<file path="src/ffha_pkg.sv">
// ----------------------------------------------------------------------------
// ffha_pkg
// Shared types, constants and helpers of the first-fit heap allocator.
// ----------------------------------------------------------------------------
package ffha_pkg;

    localparam int HEAP_BYTES   = 65536;
    localparam int HEADER_BYTES = 20;
    localparam int MIN_HEAP     = HEADER_BYTES + 8;
    localparam int OFF_W        = 16;
    localparam int HEAP_W       = 17;
    localparam int WORD_BYTES   = 4;
    localparam int DEPTH        = HEAP_BYTES / WORD_BYTES;
    localparam int ADDR_W       = $clog2(DEPTH);

    typedef logic [OFF_W-1:0]  off_t;
    typedef logic [HEAP_W-1:0] heap_t;
    typedef logic [ADDR_W-1:0] addr_t;

    typedef enum logic [2:0] {
        STAT_OK      = 3'd0,
        STAT_ZERO    = 3'd1,
        STAT_OOM     = 3'd2,
        STAT_NULL    = 3'd3,
        STAT_INVALID = 3'd4,
        STAT_DOUBLE  = 3'd5
    } status_t;

    typedef enum logic {
        CMD_ALLOC = 1'b0,
        CMD_FREE  = 1'b1
    } command_t;

    typedef enum logic [3:0] {
        S_CLEAR,
        S_IDLE,
        S_A_WALK,
        S_A_SPLIT,
        S_F_HEAD,
        S_F_NEXT,
        S_F_HW,
        S_F_WALK,
        S_F_PW
    } state_t;

    // one block header: current block start, free mark, payload bytes
    typedef struct packed {
        logic used;
        logic free;
        off_t size;
    } entry_t;

    typedef struct packed {
        logic  command;
        off_t  request_bytes;
        off_t  free_offset;
    } cmd_t;

    typedef struct packed {
        off_t    payload_offset;
        status_t status;
    } res_t;

    typedef struct packed {
        logic   we;
        addr_t  waddr;
        entry_t wdata;
        addr_t  raddr;
    } mem_req_t;

    function automatic addr_t addr_of(input off_t off);
        return off[OFF_W-1:OFF_W-ADDR_W];
    endfunction

    function automatic entry_t mk_entry(input logic used, input logic free, input off_t size);
        entry_t e;
        e.used = used;
        e.free = free;
        e.size = size;
        return e;
    endfunction

endpackage

</file>
<file path="src/ffha_ctrl.sv">
// ----------------------------------------------------------------------------
// ffha_ctrl
// Sequencer: clearing sweep, first-fit walk with split, free with coalescing.
// ----------------------------------------------------------------------------
module ffha_ctrl (
    input  logic               clk,
    input  logic               rst_n,
    input  logic               cfg_we,
    input  ffha_pkg::heap_t    cfg_heap,
    input  logic               start,
    input  ffha_pkg::cmd_t     cmd,
    output logic               idle,
    output logic               done,
    output ffha_pkg::res_t     res,
    output ffha_pkg::mem_req_t mem_req,
    input  ffha_pkg::entry_t   mem_rdata
);
    import ffha_pkg::*;

    state_t state_reg, state_next;
    heap_t  heap_reg, heap_next;
    addr_t  clr_reg, clr_next;
    off_t   h_reg, h_next;
    heap_t  need_reg, need_next;
    off_t   sz_reg, sz_next;
    off_t   n_reg, n_next;
    off_t   walk_reg, walk_next;

    entry_t            e;
    logic [HEAP_W:0]   heap18;
    logic [HEAP_W:0]   e_size18;
    logic [HEAP_W:0]   chain_nxt;
    logic [HEAP_W:0]   walk_nxt;
    logic              fit;
    logic              split;
    heap_t             need_in;
    off_t              f_hdr;
    logic              f_bad;
    off_t              merged;

    assign e         = mem_rdata;
    assign heap18    = {1'b0, heap_reg};
    assign e_size18  = {2'b0, e.size};
    assign chain_nxt = {2'b0, h_reg} + (HEAP_W+1)'(HEADER_BYTES) + e_size18;
    assign walk_nxt  = {2'b0, walk_reg} + (HEAP_W+1)'(HEADER_BYTES) + e_size18;
    assign fit       = e.free && ({1'b0, e.size} >= need_reg);
    assign split     = e_size18 >= ({1'b0, need_reg} + (HEAP_W+1)'(MIN_HEAP));
    assign need_in   = ({1'b0, cmd.request_bytes} + HEAP_W'(7)) & ~HEAP_W'(7);
    assign f_hdr     = cmd.free_offset - OFF_W'(HEADER_BYTES);
    assign f_bad     = (cmd.free_offset < OFF_W'(HEADER_BYTES))
                    || ({1'b0, f_hdr} >= heap_reg)
                    || (f_hdr[1:0] != 2'b00);
    assign merged    = sz_reg + OFF_W'(HEADER_BYTES) + e.size;
    assign idle      = (state_reg == S_IDLE);

    // next state and working registers
    always_comb
    begin
        state_next = state_reg;
        heap_next  = heap_reg;
        clr_next   = clr_reg;
        h_next     = h_reg;
        need_next  = need_reg;
        sz_next    = sz_reg;
        n_next     = n_reg;
        walk_next  = walk_reg;
        case (state_reg)
            S_CLEAR:
            begin
                clr_next = clr_reg + addr_t'(1);
                if (clr_reg == addr_t'(DEPTH - 1))
                begin
                    state_next = S_IDLE;
                end
            end
            S_IDLE:
            begin
                if (start)
                begin
                    if (cmd.command == CMD_ALLOC)
                    begin
                        if (cmd.request_bytes != '0)
                        begin
                            need_next  = need_in;
                            h_next     = '0;
                            state_next = S_A_WALK;
                        end
                    end
                    else if (cmd.free_offset != '0 && !f_bad)
                    begin
                        h_next     = f_hdr;
                        state_next = S_F_HEAD;
                    end
                end
            end
            S_A_WALK:
            begin
                if (fit)
                begin
                    state_next = split ? S_A_SPLIT : S_IDLE;
                end
                else if (chain_nxt >= heap18)
                begin
                    state_next = S_IDLE;
                end
                else
                begin
                    h_next = chain_nxt[OFF_W-1:0];
                end
            end
            S_A_SPLIT:
            begin
                state_next = S_IDLE;
            end
            S_F_HEAD:
            begin
                sz_next = e.size;
                if (!e.used || e.free)
                begin
                    state_next = S_IDLE;
                end
                else if (chain_nxt < heap18)
                begin
                    n_next     = chain_nxt[OFF_W-1:0];
                    state_next = S_F_NEXT;
                end
                else
                begin
                    walk_next  = '0;
                    state_next = (h_reg == '0) ? S_IDLE : S_F_WALK;
                end
            end
            S_F_NEXT:
            begin
                if (e.free)
                begin
                    sz_next    = merged;
                    state_next = S_F_HW;
                end
                else
                begin
                    walk_next  = '0;
                    state_next = (h_reg == '0) ? S_IDLE : S_F_WALK;
                end
            end
            S_F_HW:
            begin
                walk_next  = '0;
                state_next = (h_reg == '0) ? S_IDLE : S_F_WALK;
            end
            S_F_WALK:
            begin
                if (walk_nxt < {2'b0, h_reg})
                begin
                    walk_next = walk_nxt[OFF_W-1:0];
                end
                else if (walk_nxt == {2'b0, h_reg} && e.free)
                begin
                    state_next = S_F_PW;
                end
                else
                begin
                    state_next = S_IDLE;
                end
            end
            S_F_PW:
            begin
                state_next = S_IDLE;
            end
            default:
            begin
                state_next = S_CLEAR;
                clr_next   = '0;
            end
        endcase
        if (cfg_we)
        begin
            heap_next  = cfg_heap;
            clr_next   = '0;
            state_next = S_CLEAR;
        end
    end

    // memory requests and results
    always_comb
    begin
        mem_req.we    = 1'b0;
        mem_req.waddr = addr_of(h_reg);
        mem_req.wdata = '0;
        mem_req.raddr = addr_of(h_reg);
        done          = 1'b0;
        res.payload_offset = '0;
        res.status    = STAT_OK;
        case (state_reg)
            S_CLEAR:
            begin
                mem_req.we    = 1'b1;
                mem_req.waddr = clr_reg;
                mem_req.wdata = (clr_reg == '0)
                    ? mk_entry(1'b1, 1'b1, heap_reg[OFF_W-1:0] - OFF_W'(HEADER_BYTES))
                    : '0;
            end
            S_IDLE:
            begin
                if (start)
                begin
                    if (cmd.command == CMD_ALLOC)
                    begin
                        mem_req.raddr = '0;
                        if (cmd.request_bytes == '0)
                        begin
                            done       = 1'b1;
                            res.status = STAT_ZERO;
                        end
                    end
                    else
                    begin
                        mem_req.raddr = addr_of(f_hdr);
                        if (cmd.free_offset == '0)
                        begin
                            done       = 1'b1;
                            res.status = STAT_NULL;
                        end
                        else if (f_bad)
                        begin
                            done       = 1'b1;
                            res.status = STAT_INVALID;
                        end
                    end
                end
            end
            S_A_WALK:
            begin
                mem_req.raddr = addr_of(chain_nxt[OFF_W-1:0]);
                if (fit)
                begin
                    mem_req.we = 1'b1;
                    if (split)
                    begin
                        mem_req.waddr = addr_of(h_reg + OFF_W'(HEADER_BYTES)
                                                + need_reg[OFF_W-1:0]);
                        mem_req.wdata = mk_entry(1'b1, 1'b1, e.size - need_reg[OFF_W-1:0]
                                                 - OFF_W'(HEADER_BYTES));
                    end
                    else
                    begin
                        mem_req.wdata      = mk_entry(1'b1, 1'b0, e.size);
                        done               = 1'b1;
                        res.payload_offset = h_reg + OFF_W'(HEADER_BYTES);
                    end
                end
                else if (chain_nxt >= heap18)
                begin
                    done       = 1'b1;
                    res.status = STAT_OOM;
                end
            end
            S_A_SPLIT:
            begin
                mem_req.we         = 1'b1;
                mem_req.wdata      = mk_entry(1'b1, 1'b0, need_reg[OFF_W-1:0]);
                done               = 1'b1;
                res.payload_offset = h_reg + OFF_W'(HEADER_BYTES);
            end
            S_F_HEAD:
            begin
                if (!e.used)
                begin
                    done       = 1'b1;
                    res.status = STAT_INVALID;
                end
                else if (e.free)
                begin
                    done       = 1'b1;
                    res.status = STAT_DOUBLE;
                end
                else if (chain_nxt < heap18)
                begin
                    mem_req.raddr = addr_of(chain_nxt[OFF_W-1:0]);
                end
                else
                begin
                    mem_req.we    = 1'b1;
                    mem_req.wdata = mk_entry(1'b1, 1'b1, e.size);
                    mem_req.raddr = '0;
                    done          = (h_reg == '0);
                end
            end
            S_F_NEXT:
            begin
                mem_req.we    = 1'b1;
                mem_req.raddr = '0;
                if (e.free)
                begin
                    mem_req.waddr = addr_of(n_reg);
                    mem_req.wdata = '0;
                end
                else
                begin
                    mem_req.wdata = mk_entry(1'b1, 1'b1, sz_reg);
                    done          = (h_reg == '0);
                end
            end
            S_F_HW:
            begin
                mem_req.we    = 1'b1;
                mem_req.wdata = mk_entry(1'b1, 1'b1, sz_reg);
                mem_req.raddr = '0;
                done          = (h_reg == '0);
            end
            S_F_WALK:
            begin
                mem_req.raddr = addr_of(walk_nxt[OFF_W-1:0]);
                if (walk_nxt < {2'b0, h_reg})
                begin
                    done = 1'b0;
                end
                else if (walk_nxt == {2'b0, h_reg} && e.free)
                begin
                    mem_req.we    = 1'b1;
                    mem_req.waddr = addr_of(walk_reg);
                    mem_req.wdata = mk_entry(1'b1, 1'b1, merged);
                end
                else
                begin
                    done = 1'b1;
                end
            end
            S_F_PW:
            begin
                mem_req.we    = 1'b1;
                mem_req.wdata = '0;
                done          = 1'b1;
            end
            default:
            begin
                done = 1'b0;
            end
        endcase
    end

    always_ff @(posedge clk or negedge rst_n)
    begin
        if (!rst_n)
        begin
            state_reg <= S_CLEAR;
            heap_reg  <= HEAP_W'(HEAP_BYTES);
            clr_reg   <= '0;
        end
        else
        begin
            state_reg <= state_next;
            heap_reg  <= heap_next;
            clr_reg   <= clr_next;
        end
    end

    always_ff @(posedge clk)
    begin
        h_reg    <= h_next;
        need_reg <= need_next;
        sz_reg   <= sz_next;
        n_reg    <= n_next;
        walk_reg <= walk_next;
    end

endmodule

</file>
<file path="config.mk">
export PLATFORM = sky130hd
export DESIGN_NAME = ffha_ctrl
export DESIGN_NICKNAME = d
export VERILOG_FILES = /design/src/ffha_pkg.sv /design/src/ffha_ctrl.sv
export SDC_FILE = /design/constraint.sdc
export NUM_CORES = 1
export LEC_CHECK = 0
export BUFFER_PORTS_ARGS = -buffer_cell sky130_fd_sc_hd__buf_2
export CAP_MARGIN = 20
export CELL_PAD_IN_SITES_DETAIL_PLACEMENT = 0
export CELL_PAD_IN_SITES_GLOBAL_PLACEMENT = 1
export CORE_ASPECT_RATIO = 1.25
export CORE_MARGIN = 2
export CORE_UTILIZATION = 50
export DETAILED_ROUTE_END_ITERATION = 10
export GPL_TIMING_DRIVEN = 1
export PLACE_DENSITY = 0.92
export RECOVER_POWER = 100
export SLEW_MARGIN = 20
export SYNTH_ARGS = -nofsm -noshare
export SYNTH_HDL_FRONTEND = slang
export SYNTH_SLANG_ARGS = --single-unit
</file>
<file path="constraint.sdc">
create_clock -name clk -period 15.2 [get_ports clk]
set_input_delay 0.76 -clock clk [delete_from_list [all_inputs] [get_ports clk]]
set_output_delay 0.76 -clock clk [all_outputs]
set_load 0.01 [all_outputs]
</file>
==> impl_metrics.env <==
export IMPL_drtIter0Drc=1418
export IMPL_ios=140
export IMPL_setup_tns_ps=0
export IMPL_place_congestion=0.9900
export IMPL_reg2reg_slack_ps=8680
export IMPL_nNetsFinal=2048
export IMPL_pwr_share_comb=0.312
export IMPL_area_growth_pct=9.255
export IMPL_async_flop_share=0.3153
export IMPL_synth_edff_count=76
export IMPL_dp_slack_ps=8070
export IMPL_row_count=67
export IMPL_grt_overflow=0
export IMPL_cellPowerDensity_nw_per_um2=60.00
export IMPL_via_per_inst=6.454
export IMPL_cp_cell_sequence="clkbuf_1 > inv_1 > ha_1 > inv_1 > ha_1 > a21oi_1 > a2bb2oi_1 > a22oi_1 > a21oi_1 > nor2b_1 > o21ai_0 > nand2b_1 > xor2_1 > ha_1 > o21a_1 > o22ai_1 > o32a_1 > a2111oi_0 > nand2_1 > a21o_1 > a32oi_1 > clkbuf_1"
export IMPL_grt_first_pass_wirelength_mm=76.45
export IMPL_worst_hold_path_type="reg -> reg"
export IMPL_slew_headroom=-2.068
export IMPL_intPower_mw=0.5768
export IMPL_hold_viol_final=0
export IMPL_multi_input_area_um2=9577
export IMPL_fin_util=0.5519
export IMPL_synth_cell_types=79
export IMPL_antenna_found_initial=0
export IMPL_slew_violations=105
export IMPL_slowest_stage="a2111oi_0"
export IMPL_postCtsSetupRepairBufs=0
export IMPL_ys_top_cells_by_count="ha_1 (211), o21ai_0 (161), nand2_1 (147)"
export IMPL_critPathMaxFanout=14
export IMPL_synth_seq_area_share=0.2346
export IMPL_final_cell_count_no_fill=2112
export IMPL_fill_cells=2580
export IMPL_vias=13630
export IMPL_cp_arrival_ps=9060
export IMPL_switchingPower_mw=0.3059
export IMPL_first_global_vias=12980
export IMPL_cts_clk_slew_worst_paths_ps=80
export IMPL_cp_slowest_stage_delay_ps=3470
export IMPL_die_h_um=187.5
export IMPL_cts_resized=0
export IMPL_synth_avg_cell_area_um2=8.201
export IMPL_synth_top_area_cell="ha_1"
export IMPL_placed_cells=2095
export IMPL_syn_num_nets=1929
export IMPL_ys_seq_elements=111
export IMPL_path_common_cell="ha_1"
export IMPL_worstSetupEndpointType="output pin"
export IMPL_fp_dieW_um=150.8
export IMPL_cts_made_buffers=9
export IMPL_clkPwrFrac=0.310
export IMPL_hold_buffers=0
export IMPL_p_leak_nw=6.497
export IMPL_grt_max_degree=39
export IMPL_max_freq_mhz=101.8
export IMPL_syn_cell_area_um2=13470
export IMPL_max_cap_violations=4
export IMPL_fin_ws_ps=5377
export IMPL_cts_sinks=111
export IMPL_worstPathRequired_ps=14440
export IMPL_dp_hpwl_mm=40.54
export IMPL_drive_above_1_share=0.06569
export IMPL_clk_latency_ps=380
export IMPL_firstDrtPassIters=6
export IMPL_worst_pin_slew_ps=4486
export IMPL_drc=0
export IMPL_synthCells=1642
export IMPL_p_sw_frac=0.3465
export IMPL_dieArea_um2=28270
export IMPL_grtUsageTotal=0.3611
export IMPL_seq_area_um2=3159
export IMPL_wire_per_inst_um=24.18
export IMPL_synth_flop_cell="edfxtp_1"
export IMPL_clk_path_buf_depth=2
export IMPL_yosysTopAreaCellShare=0.1961
export IMPL_ant_nets=0
export IMPL_ys_warn_count=0
export IMPL_synth_area_top_cells="ha_1 (20%), edfxtp_1 (17%), dfrtp_1 (6.3%)"
export IMPL_cts_root_buf="clkbuf_16"
export IMPL_fin_crit_ps=9823
export IMPL_io_buffers=139
export IMPL_crit_path_start_kind="input pin"
export IMPL_cts_tree="done"
export IMPL_htreeDepth=3
export IMPL_critPathTopFamily="compound AO/OA/AOI/OAI gates"
export IMPL_start_util=0.5051
export IMPL_path_buf_inv=4
export IMPL_period_share=0.6462
export IMPL_fin_skew_ps=12.43
export IMPL_rsz0062_at_grt="no"
export IMPL_pwr_share_seq=0.379
export IMPL_setup_viol=0
export IMPL_crit_type="in -> out"
export IMPL_yosysMostFrequentCell="ha_1"
export IMPL_core_area_um2=26660
export IMPL_wl_mm=51.07
export IMPL_violations="max-capacitance violations, max-slew violations"
export IMPL_largest_reg_flops=17
export IMPL_status="complete, but fails checks"
export IMPL_hold_slack_ps=595.3
export IMPL_peakVddDrop_v=0.00004954
-- cell usage in the layout, fill, tap and decap left out, drive strengths merged, types with 22 or more instances in the layout --
| cell | n |
|---|---|
| o21a | 23 |
| nor2b | 24 |
| nand2 | 147 |
| nand3 | 44 |
| xor2 | 46 |
| and2 | 22 |
| xnor2 | 84 |
| nor2 | 111 |
| o21ai | 164 |
| buf | 80 |
| nor3 | 38 |
| ha | 211 |
| edfxtp | 76 |
| inv | 140 |
| clkbuf | 84 |
| and3 | 22 |
| a21oi | 96 |
| nand4 | 24 |
| dfrtp | 34 |
| a21o | 31 |
-- logic make-up (layout without fill, tap and decap cells) --
| kind of cell | count (synthesis) | count (layout) | share of synthesized area |
|---|---|---|---|
| and+or+nand+nor | 505 | 505 | 0.1840 |
| AOI/OAI and AO/OA | 479 | 479 | 0.2301 |
| adders and majority gates | 215 | 215 | 0.2020 |
| buffers and inverters | 185 | 309 | 0.05204 |
| xor gates and xnor gates | 130 | 130 | 0.08456 |
| DFF | 111 | 111 | 0.2346 |
| muxes | 17 | 17 | 0.01273 |
| other | 0 | 1 | 0 |
-- stage by stage --
step / cell area [um2] / power (mW)
6_report: 14710 / 0.8827
5_1_grt: 14710 / 0.9194
4_1_cts: 14870 / 0.8797
3_5_place_dp: 14540 / 0.6116
3_3_place_gp: 14540 / 0.6063
2_1_floorplan: 13470 / 0.5157
-- metal layers --
layer  wire (um)  up-vias  GRT usage  part of all wire
met5           0        -          0                 0
li1            -     6262          -                 -
met1       19930     6415     0.4772              0.39
met3        4595      188    0.04415             0.090
met4        3690        0     0.2157             0.072
met2       22860      765     0.5619              0.45
-- worst register-to-register path, stage by stage (launching register included) --
cell and delay [ps]:
edfxtp_1 520, inv_1 220, ha_1 320, inv_1 60
fa_1 480, a211oi_1 220, o21bai_1 120, o311a_1 320
o211a_1 290, a21o_1 190, a21oi_1 170, xnor2_1 260
ha_1 330, nand3_1 140, nor2_1 60, a2111oi_0 370
o211ai_1 200, a21oi_1 540, and2_0 320, a32oi_1 80
nor2_1 250, clkbuf_1 680
-- final cells by class --
class,count,area share
flip-flops and latches,111,0.2147
diodes,1,0.0001701
multi-input cells,1346,0.6510
clock inverters,6,0.006464
repair buffers,154,0.04729
clock buffers,10,0.01556
well taps,345,0.02934
inverters,139,0.03547
-- final timing paths --
check / start / to / depth (start not counted)
max in group asynchronous: rst_n / clr_reg[11]$_DFFE_PN0P_ / 1
setup / recovery: mem_rdata[2] / mem_req[39] / 22
hold reg to reg: clr_reg[10]$_DFFE_PN0P_ / clr_reg[10]$_DFFE_PN0P_ / 1
setup reg to reg: h_reg[2]$_DFFE_PP_ / h_reg[2]$_DFFE_PP_ / 21
min in group asynchronous: rst_n / heap_reg[10]$_DFFE_PN0P_ / 1
hold / removal: clr_reg[10]$_DFFE_PN0P_ / clr_reg[10]$_DFFE_PN0P_ / 1
-- power by group through the flow --
stage               clock network, mW  logic, mW  registers, mW
finish                          0.273      0.275          0.334
global route                    0.283      0.302          0.335
CTS                             0.273      0.273          0.334
detailed placement                  0      0.271          0.341
global placement                    0      0.266          0.340
floorplan                           0      0.177          0.338
Note: power is estimated with default switching activity, not from simulation.
